<file path="src/sv/bsr_pkg.sv">
// ----------------------------------------------------------------------------
// Bisection square root package
// Shared widths, status codes, sequencer states and compare flags.
// ----------------------------------------------------------------------------
package bsr_pkg;

    localparam int VALUE_W = 32;
    localparam int ROOT_W  = 31;
    localparam int TOL_W   = 31;
    localparam int STEPS_W = 6;
    localparam int SQ_W    = 2 * ROOT_W;

    localparam logic [TOL_W-1:0] TOL_RESET = 31'd66;

    typedef enum logic [1:0] {
        STAT_OK   = 2'd0,
        STAT_NEG  = 2'd1,
        STAT_PREC = 2'd2
    } t_status;

    typedef enum logic [1:0] {
        ST_IDLE,
        ST_MUL,
        ST_EVAL,
        ST_FIN
    } t_state;

    // Result of comparing mid squared against the target
    typedef struct packed {
        logic in_tol;
        logic below;
    } t_cmp;

endpackage

</file>
<file path="src/sv/bsr_if.sv">
// ----------------------------------------------------------------------------
// Bisection square root channels
// Valid/ready channels for input words, result words and tolerance writes.
// ----------------------------------------------------------------------------
interface bsr_in_if;
    logic                                valid;
    logic                                ready;
    logic signed [bsr_pkg::VALUE_W-1:0]  value;

    modport source (output valid, output value, input ready);
    modport sink   (input valid, input value, output ready);
endinterface

interface bsr_out_if;
    logic                          valid;
    logic                          ready;
    logic [bsr_pkg::ROOT_W-1:0]    root;
    logic [1:0]                    status;
    logic [bsr_pkg::STEPS_W-1:0]   steps;

    modport source (output valid, output root, output status, output steps, input ready);
    modport sink   (input valid, input root, input status, input steps, output ready);
endinterface

interface bsr_cfg_if;
    logic                        valid;
    logic                        ready;
    logic [bsr_pkg::TOL_W-1:0]   tolerance;

    modport source (output valid, output tolerance, input ready);
    modport sink   (input valid, input tolerance, output ready);
endinterface

</file>
<file path="src/sv/bsr_sqcmp.sv">
// ----------------------------------------------------------------------------
// Bisection square root square-and-compare unit
// Registers mid squared, then compares it against the target and tolerance.
// ----------------------------------------------------------------------------
module bsr_sqcmp #(
    parameter int FRAC_BITS = 16
) (
    input  logic                              i_clk,
    input  logic [bsr_pkg::ROOT_W-1:0]        i_mid,
    input  logic [bsr_pkg::ROOT_W+FRAC_BITS-1:0] i_target,
    input  logic [bsr_pkg::TOL_W-1:0]         i_tol,
    output bsr_pkg::t_cmp                     o_cmp
);
    import bsr_pkg::*;

    localparam int TGT_W = ROOT_W + FRAC_BITS;
    localparam int CW    = (SQ_W > TGT_W) ? SQ_W : TGT_W;

    logic [SQ_W-1:0] r_sq;
    logic [CW-1:0]   sq_ext;
    logic [CW-1:0]   tgt_ext;
    logic [CW-1:0]   tol_ext;
    logic [CW-1:0]   diff_up;
    logic [CW-1:0]   diff_dn;
    logic [CW-1:0]   diff;

    // Square the midpoint, one product per cycle
    always_ff @(posedge i_clk) begin
        r_sq <= SQ_W'(i_mid) * SQ_W'(i_mid);
    end

    // Absolute error against target, checked against tolerance
    always_comb begin
        sq_ext       = CW'(r_sq);
        tgt_ext      = CW'(i_target);
        tol_ext      = CW'(i_tol) << FRAC_BITS;
        diff_up      = tgt_ext - sq_ext;
        diff_dn      = sq_ext - tgt_ext;
        o_cmp.below  = sq_ext < tgt_ext;
        diff         = o_cmp.below ? diff_up : diff_dn;
        o_cmp.in_tol = diff <= tol_ext;
    end

endmodule

</file>
<file path="src/sv/bisection_square_root_unit.sv">
// ----------------------------------------------------------------------------
// Bisection square root unit
// Square root of a signed fixed-point word by halving the search interval.
// ----------------------------------------------------------------------------
// One word is taken at a time. A negative input, zero or exactly one skips
// the search and goes straight to the result state. Any other value searches
// the interval [0, max(v, 1.0)]: each halving passes through the shared
// squaring multiplier and then through the wide error compare, and a search
// ends after at most 31 halvings. The result sits in an output register, and
// the next word is accepted as soon as the sequencer has handed its result
// over.
module bisection_square_root_unit #(
    parameter int FRAC_BITS = 16
) (
    input  logic              i_clk,
    input  logic              i_rst_n,
    bsr_in_if.sink            i_in,
    bsr_out_if.source         o_out,
    bsr_cfg_if.sink           i_cfg
);
    import bsr_pkg::*;

    localparam int TGT_W = ROOT_W + FRAC_BITS;
    localparam logic [ROOT_W-1:0] ONE = ROOT_W'(1) << FRAC_BITS;

    t_state              r_state, n_state;
    logic [TOL_W-1:0]    r_tol;
    logic [ROOT_W-1:0]   r_lo, n_lo;
    logic [ROOT_W-1:0]   r_hi, n_hi;
    logic [ROOT_W-1:0]   r_mid, n_mid;
    logic [TGT_W-1:0]    r_target, n_target;
    logic [STEPS_W-1:0]  r_steps, n_steps;
    t_status             r_stat, n_stat;

    logic                r_out_valid;
    logic [ROOT_W-1:0]   r_out_root;
    t_status             r_out_stat;
    logic [STEPS_W-1:0]  r_out_steps;

    logic                in_take;
    logic                out_load;
    logic [ROOT_W-1:0]   in_v;
    logic [ROOT_W:0]     sum_up;
    logic [ROOT_W:0]     sum_dn;
    t_cmp                cmp;

    bsr_sqcmp #(
        .FRAC_BITS (FRAC_BITS)
    ) u_sqcmp (
        .i_clk    (i_clk),
        .i_mid    (r_mid),
        .i_target (r_target),
        .i_tol    (r_tol),
        .o_cmp    (cmp)
    );

    // Sequencer outputs
    always_comb begin
        i_in.ready  = (r_state == ST_IDLE);
        i_cfg.ready = 1'b1;
        in_take     = i_in.valid && (r_state == ST_IDLE);
        out_load    = (r_state == ST_FIN) && (!r_out_valid || o_out.ready);
    end

    // Next state
    always_comb begin
        n_state = r_state;
        case (r_state)
            ST_IDLE: begin
                if (in_take) begin
                    if (i_in.value[VALUE_W-1] || (in_v == '0) || (in_v == ONE)) begin
                        n_state = ST_FIN;
                    end else begin
                        n_state = ST_MUL;
                    end
                end
            end
            ST_MUL: begin
                n_state = ST_EVAL;
            end
            ST_EVAL: begin
                if (cmp.in_tol || ((r_hi - r_lo) <= ROOT_W'(1))) begin
                    n_state = ST_FIN;
                end else begin
                    n_state = ST_MUL;
                end
            end
            ST_FIN: begin
                if (out_load) begin
                    n_state = ST_IDLE;
                end
            end
            default: n_state = ST_IDLE;
        endcase
    end

    // Interval and result update
    always_comb begin
        in_v     = i_in.value[ROOT_W-1:0];
        sum_up   = {1'b0, r_mid} + {1'b0, r_hi};
        sum_dn   = {1'b0, r_lo} + {1'b0, r_mid};
        n_lo     = r_lo;
        n_hi     = r_hi;
        n_mid    = r_mid;
        n_target = r_target;
        n_steps  = r_steps;
        n_stat   = r_stat;
        case (r_state)
            ST_IDLE: begin
                n_target = TGT_W'(in_v) << FRAC_BITS;
                n_lo     = '0;
                n_hi     = (in_v > ONE) ? in_v : ONE;
                n_mid    = n_hi >> 1;
                n_steps  = '0;
                n_stat   = STAT_OK;
                if (i_in.value[VALUE_W-1]) begin
                    n_mid  = '0;
                    n_stat = STAT_NEG;
                end else if ((in_v == '0) || (in_v == ONE)) begin
                    n_mid = in_v;
                end
            end
            ST_EVAL: begin
                if (cmp.in_tol) begin
                    n_stat = STAT_OK;
                end else if ((r_hi - r_lo) <= ROOT_W'(1)) begin
                    n_stat = STAT_PREC;
                end else if (cmp.below) begin
                    n_lo    = r_mid;
                    n_mid   = sum_up[ROOT_W:1];
                    n_steps = r_steps + STEPS_W'(1);
                end else begin
                    n_hi    = r_mid;
                    n_mid   = sum_dn[ROOT_W:1];
                    n_steps = r_steps + STEPS_W'(1);
                end
            end
            default: ;
        endcase
    end

    // Control registers
    always_ff @(posedge i_clk) begin
        if (!i_rst_n) begin
            r_state     <= ST_IDLE;
            r_tol       <= TOL_RESET;
            r_out_valid <= 1'b0;
        end else begin
            r_state <= n_state;
            if (i_cfg.valid) begin
                r_tol <= i_cfg.tolerance;
            end
            if (out_load) begin
                r_out_valid <= 1'b1;
            end else if (o_out.ready) begin
                r_out_valid <= 1'b0;
            end
        end
    end

    // Datapath registers
    always_ff @(posedge i_clk) begin
        if ((r_state != ST_IDLE) || in_take) begin
            r_lo     <= n_lo;
            r_hi     <= n_hi;
            r_mid    <= n_mid;
            r_target <= n_target;
            r_steps  <= n_steps;
            r_stat   <= n_stat;
        end
        if (out_load) begin
            r_out_root  <= r_mid;
            r_out_stat  <= r_stat;
            r_out_steps <= r_steps;
        end
    end

    assign o_out.valid  = r_out_valid;
    assign o_out.root   = r_out_root;
    assign o_out.status = r_out_stat;
    assign o_out.steps  = r_out_steps;

endmodule

</file>
<file path="src/flat_wrapper.sv">
// flat-port wrapper written by rule: the top's interface ports become plain ports
module bisection_square_root_unit_flat import bsr_pkg::*;
#(
    parameter int FRAC_BITS = 16
)
  (i_clk, i_rst_n, i_in_valid, i_in_value, i_in_ready, o_out_valid, o_out_root, o_out_status, o_out_steps, o_out_ready, i_cfg_valid, i_cfg_tolerance, i_cfg_ready);
  bsr_in_if i_in_i ();
  bsr_out_if o_out_i ();
  bsr_cfg_if i_cfg_i ();
  input  logic i_clk;
  input  logic i_rst_n;
  input wire logic [$bits(i_in_i.valid)-1:0] i_in_valid;
  input wire logic [$bits(i_in_i.value)-1:0] i_in_value;
  output wire logic [$bits(i_in_i.ready)-1:0] i_in_ready;
  output wire logic [$bits(o_out_i.valid)-1:0] o_out_valid;
  output wire logic [$bits(o_out_i.root)-1:0] o_out_root;
  output wire logic [$bits(o_out_i.status)-1:0] o_out_status;
  output wire logic [$bits(o_out_i.steps)-1:0] o_out_steps;
  input wire logic [$bits(o_out_i.ready)-1:0] o_out_ready;
  input wire logic [$bits(i_cfg_i.valid)-1:0] i_cfg_valid;
  input wire logic [$bits(i_cfg_i.tolerance)-1:0] i_cfg_tolerance;
  output wire logic [$bits(i_cfg_i.ready)-1:0] i_cfg_ready;
  assign i_in_i.valid = i_in_valid;
  assign i_in_i.value = i_in_value;
  assign i_in_ready = i_in_i.ready;
  assign o_out_valid = o_out_i.valid;
  assign o_out_root = o_out_i.root;
  assign o_out_status = o_out_i.status;
  assign o_out_steps = o_out_i.steps;
  assign o_out_i.ready = o_out_ready;
  assign i_cfg_i.valid = i_cfg_valid;
  assign i_cfg_i.tolerance = i_cfg_tolerance;
  assign i_cfg_ready = i_cfg_i.ready;
  bisection_square_root_unit #(.FRAC_BITS(FRAC_BITS)) u_core (.i_clk(i_clk), .i_rst_n(i_rst_n), .i_in(i_in_i), .o_out(o_out_i), .i_cfg(i_cfg_i));
endmodule
</file>
<file path="config.mk">
export PLATFORM = sky130hd
export DESIGN_NAME = bisection_square_root_unit_flat
export DESIGN_NICKNAME = d
export VERILOG_FILES = /design/src/sv/bsr_pkg.sv /design/src/sv/bsr_if.sv /design/src/sv/bsr_sqcmp.sv /design/src/sv/bisection_square_root_unit.sv /design/src/flat_wrapper.sv
export SDC_FILE = /design/constraint.sdc
export NUM_CORES = 2
export LEC_CHECK = 0
export BUFFER_PORTS_ARGS = -buffer_cell sky130_fd_sc_hd__buf_2
export CORE_MARGIN = 2
export CORE_UTILIZATION = 45
export DETAILED_ROUTE_END_ITERATION = 8
export GPL_TIMING_DRIVEN = 1
export PLACE_DENSITY = 0.6
export SLEW_MARGIN = 20
export SYNTH_ARGS = -nofsm -noshare
export SYNTH_HDL_FRONTEND = slang
export SYNTH_SLANG_ARGS = --single-unit
</file>
<file path="constraint.sdc">
create_clock -name i_clk -period 17.72 [get_ports i_clk]
set_clock_uncertainty 0.2 [all_clocks]
set_input_delay 4.43 -clock i_clk [delete_from_list [all_inputs] [get_ports i_clk]]
set_output_delay 4.43 -clock i_clk [all_outputs]
set_load 0.05 [all_outputs]
</file>
After elaboration in Yosys (flattened, before gate mapping)
Index checks and enable logic that the tools add are counted.
{"block": "totals", "regBits": 267, "out_inout_bits": 42, "in_bits": 68, "elab_cells": 85, "latch_bits": 0, "mem_bits_ro": 0, "mem_count": 0, "mem_bits_rw": 0}
{"block": "op_classes", "add_sub_neg": 6, "n_mul": 1, "n_bitwise": 0, "shift": 0, "n_lt_le_gt_ge": 4, "div": 0, "mux": 30, "n_reduce_logical": 20, "eq_ne": 11}
{"op": "$mux W31", "n": 12}
{"op": "$pmux W31 S2", "n": 3}
{"op": "$add A31 B31 Y32", "n": 2}
{"op": "$le A62 B47 Y1", "n": 1}
{"op": "$lt A62 B47 Y1", "n": 1}
{"op": "$mul A31 B31 Y62", "n": 1}
{"op": "$mux W62", "n": 1}
{"op": "$sub A47 B62 Y62", "n": 1}
{"op": "$sub A62 B47 Y62", "n": 1}
{"op": "$eq A31 B17 Y1 const B", "n": 1}
{"op": "$gt A31 B17 Y1 const B", "n": 1}
{"op": "$le A31 B1 Y1 const B", "n": 1}
{"op": "$logic_not A31 Y1", "n": 1}
{"op": "$sub A31 B31 Y31", "n": 1}
{"op": "$mux W2", "n": 6}
{"op": "$mux W6", "n": 2}
{"op": "$pmux W6 S2", "n": 1}
{"op": "$reduce_and A5 Y1", "n": 2}
{"op": "$pmux W2 S4", "n": 1}
{"op": "$add A6 B1 Y6 const B", "n": 1}
{"op": "$logic_or A1 B1 Y1", "n": 6}
{"op": "$ne A2 B1 Y1 const B", "n": 3}
{"op": "$ne A2 B2 Y1 const B", "n": 3}
{"op": "$reduce_bool A2 Y1", "n": 3}
{"op": "other kinds (11)", "n": 16}

Logic depth before layout (Yosys ltp)
{"block": "depth", "ltp_word": 6, "ltp_mapped": 33, "ltp_nobuf": 31}

Modules after synthesis
A second synthesis with hierarchy kept.
{"block": "hier_totals", "cells_unflattened": 5152, "area_unflattened_um2": 46605.9}
{"module": "bsr_sqcmp", "instances": 1, "cells_per_inst": 4040, "seq_area_each_um2": 1221.2, "area_per_inst_um2": 34986.1}
{"module": "bisection_square_root_unit", "instances": 1, "cells_per_inst": 1112, "seq_area_each_um2": 5815.6, "area_per_inst_um2": 11619.9}

Worst setup path after synthesis
No wires, ideal clock.
{"block": "synth_path", "kind": "reg2reg", "start": "register u_core.r_mid[4]", "end": "register u_core.u_sqcmp.r_sq[61]", "period_less_slack_ns": 8.335, "required_ns": 17.448, "path_buffers": 3, "path_stages_with_launch": 31, "setup_time_ns": 0.072, "setup_slack_ns": 9.385, "arrival_ns": 8.063, "path_cell_list": "edfxtp_1 -> clkbuf_1 -> clkbuf_1 -> nand2_1 -> fa_1 -> inv_1 -> fa_1 -> fa_1 -> inv_1 -> fa_1 -> inv_1 -> fa_1 -> inv_1 -> fa_1 -> inv_1 -> fa_1 -> fa_1 -> ha_1 -> clkbuf_1 -> nand2_1 -> o21ai_0 -> a221o_1 -> a21oi_1 -> o31ai_1 -> a221o_1 -> a31oi_1 -> o41a_1 -> o311ai_1 -> a21o_1 -> a221oi_1 -> xnor2_1"}
{"block": "synth_via", "elab_chain_len": 1}
{"item": "start: declaration", "line": "bisection_square_root_unit.sv:30", "source": "logic [ROOT_W-1:0] r_mid, n_mid;"}
{"item": "start signal: assignment", "line": "bisection_square_root_unit.sv:166", "source": "r_mid <= n_mid;"}
{"item": "$mul A31 B31 Y62", "line": "bsr_sqcmp.sv:29", "source": "r_sq <= SQ_W'(i_mid) * SQ_W'(i_mid);"}
{"item": "end signal: assignment", "line": "bsr_sqcmp.sv:29"}
{"item": "end: declaration", "line": "bsr_sqcmp.sv:19", "source": "logic [SQ_W-1:0] r_sq;"}
No other way between the ends.
A chain may end at the register's enable or synchronous reset.

Worst setup path in the final report
{"block": "layout_path", "start": "register u_core.r_mid[23]", "end": "register u_core.u_sqcmp.r_sq[59]"}
The elaborated chain is that of the path after synthesis.

==> results.toml <==
[status]
status = "complete, no violations"

[sta]
setup_viol = 0
min_period_over_period_pct = 53.93
finalHoldViolCount = 0
period_needed_ns = 9.556
rsz0062_at_grt = "no"
fin_ws_ns = 8.164
max_slew.worst_pin.slew_ns = 1.139
setup-tns-final_ns = 0
max_slew_margin_pct = 24.06
max_freq_mhz = 104.6
drv_slew = 0

[synth]
synth_top_area_share_pct = 33.79
yosysTopAreaCell = "fa_1"
yosys-top-cells-count = "1109 x inv_1, 752 x fa_1, 417 x ha_1"
syn_nets = 6073
async_flop_share_pct = 0
yosysWarnings = 0
ys_seq_elements = 266
ys.flop_type = "edfxtp_1"
syn_area_um2 = 44550
synthTopCellsByArea = "fa_1 34%, ha_1 12%, edfxtp_1 12%"
seq_area_frac_synth_pct = 15.79
yosys.cell_types.count = 92
synth.avg_cell_area_um2 = 9.212
synth_edf_count = 171
synth_cells = 4836
post-synth-top-count-cell = "inv_1"

[hold_path]
hold_path_depth = 0
hold_class = "reg -> reg"

[clock_network]
cts_sinks = 266
clkTransAtPathRegs_ns = 0.07
cts_tree = "built"
cts-root-buf = "clkbuf_16"
post_cts_resize_count = 0
cts_setup_buffers = 0
cts.htree.levels = 1
clk_path_buf_depth = 3
insertion_delay_ns = 0.62
numCtsBuffers = 29
holdBufCountCts = 0

[global_route]
grt_antenna_before_repair = 3
grtUsageMet1_pct = 35.55
globalRouteMet2Util_pct = 43.13
top_usage_layer = "met2"
grt_pass1_wl_mm = 200.7
gr-total-overflow = 0
grt_use_met3_pct = 2.474
grt_max_degree = 61
grt_use_total_pct = 25.60
grt_pass1_vias = 33690

[placement]
portBuffers = 108
place_area_um2 = 46420
dp.cells = 6104
post-dp-hpwl_mm = 102.6
pre_cts_ws_ns = 8.205
place.gp.congestion = 0.9249

[layout]
drive_gt1_share_pct = 4.948
syn_to_final_growth_pct = 6.282
final_nets = 6085
fin_area_um2 = 47350
stdcell_count = 6159

[floorplan]
core-area_um2 = 98280
die_area_um2 = 101500
die_w_um = 318.6
initial_utilization_pct = 45.33
fp.dieH_um = 318.6
rows = 115
pin_count = 110

[critical_path]
crit_type = "reg -> reg"
r2r.worst_path.cells = 29
end_kind = "register"
critPathMaxStageDelay_ns = 0.75
arrival_ns = 9.85
slowest_stage = "o311ai_1"
timing.critical_path.mode_cell = "fa_1"
start_kind = "register"
required_ns = 18.02
cp_max_fo = 28

[detailed_routing]
initialDrtViolationCount = 2640
drc = 0
wl_mm = 129.2
vias_per_cell = 5.404
via_count = 33280
dr.pass1.iters = 6
wl_per_cell_um = 20.98
ant_nets = 0

[run]
drv_cap = 0
## registers in the layout (all words and copies together), names as in the netlist
signal               count
u_core.u_sqcmp.r_sq     61
u_core.o_out.root       31
u_core.r_hi             31
u_core.r_lo             31
u_core.r_mid            31
u_core.r_target         31
u_core.r_tol            31
u_core.o_out.steps       6
u_core.r_steps           6
u_core.o_out.status      2
u_core.r_stat            2
u_core.r_state           2
u_core.o_out.valid       1
## cell usage in the layout (no fill, tap or decap), types with 52 or more instances in the layout
cell type  instances
a21o_1           133
a21oi_1          208
and2_1           238
buf_2            108
dfxtp_1           95
edfxtp_1         171
fa_1             752
ha_1             417
inv_1           1109
nand2_1          409
nand3_1           52
nor2_1           196
nor2b_1           65
o21ai_0          160
xnor2_1           90
xor2_1            55
## critical path: cells and delay by family, from the launching register on
kind            cells  cell delay [ns]
fa+ha+maj           9             4.35
compound gates      6             2.13
buf+inv             8             1.11
simple gates        5             1.02
flops               1             0.38
xor+xnor            1             0.14
## area by class of cell
class / instances / area, um2
diodes: 1 / 2.502
clock buffers: 41 / 800.8
clock inverters: 13 / 130.1
fillers: 9427 / 50930
inverters: 1109 / 4163
multi-input cells: 3286 / 32710
flip-flops and latches: 266 / 7037
well taps: 1287 / 1610
repair buffers: 156 / 900.9
## path summary, 6_finish.rpt
check                                       from  slack, ns                       to
worst max-delay path            u_core.r_mid[23]       8.16  u_core.u_sqcmp.r_sq[59]
worst min-delay path            u_core.r_stat[0]       0.25   u_core.o_out.status[0]
worst max register to register  u_core.r_mid[23]       8.16  u_core.u_sqcmp.r_sq[59]
worst min register to register  u_core.r_stat[0]       0.25   u_core.o_out.status[0]
## per-layer routing
metal | up-vias | wire (um)
met1 | 16790 | 56140
met2 | 1019 | 62360
met5 | - | 13
met3 | 149 | 7427
li1 | 15320 | -
met4 | 2 | 3295
## metrics by stage
| stage | utilization (%) | hold slack, ns |
|---|---|---|
| global placement | 47.23 | 0.2235 |
| global route | 48.18 | 0.2436 |
| detailed placement | 47.23 | 0.2301 |
| finish | 48.18 | 0.2501 |
| CTS | 48.18 | 0.2487 |
| floorplan | - | 0.1635 |
## logic make-up (layout without fill, tap and decap cells)
kind of cell / after synthesis / after routing / share of synthesized area, %
AOI/OAI and AO/OA: 762 / 762 / 11.08
buffers and inverters: 1284 / 1319 / 10.85
adders and majority gates: 1169 / 1169 / 45.50
xor gates and xnor gates: 145 / 145 / 2.851
other: 1 / 2 / 0.008417
DFF: 266 / 266 / 15.79
and+or+nand+nor: 1172 / 1172 / 13.08
muxes: 37 / 37 / 0.8369
Power is not shown: default switching activity piles up to over one toggle a cycle in this logic, so the estimate is an artifact.
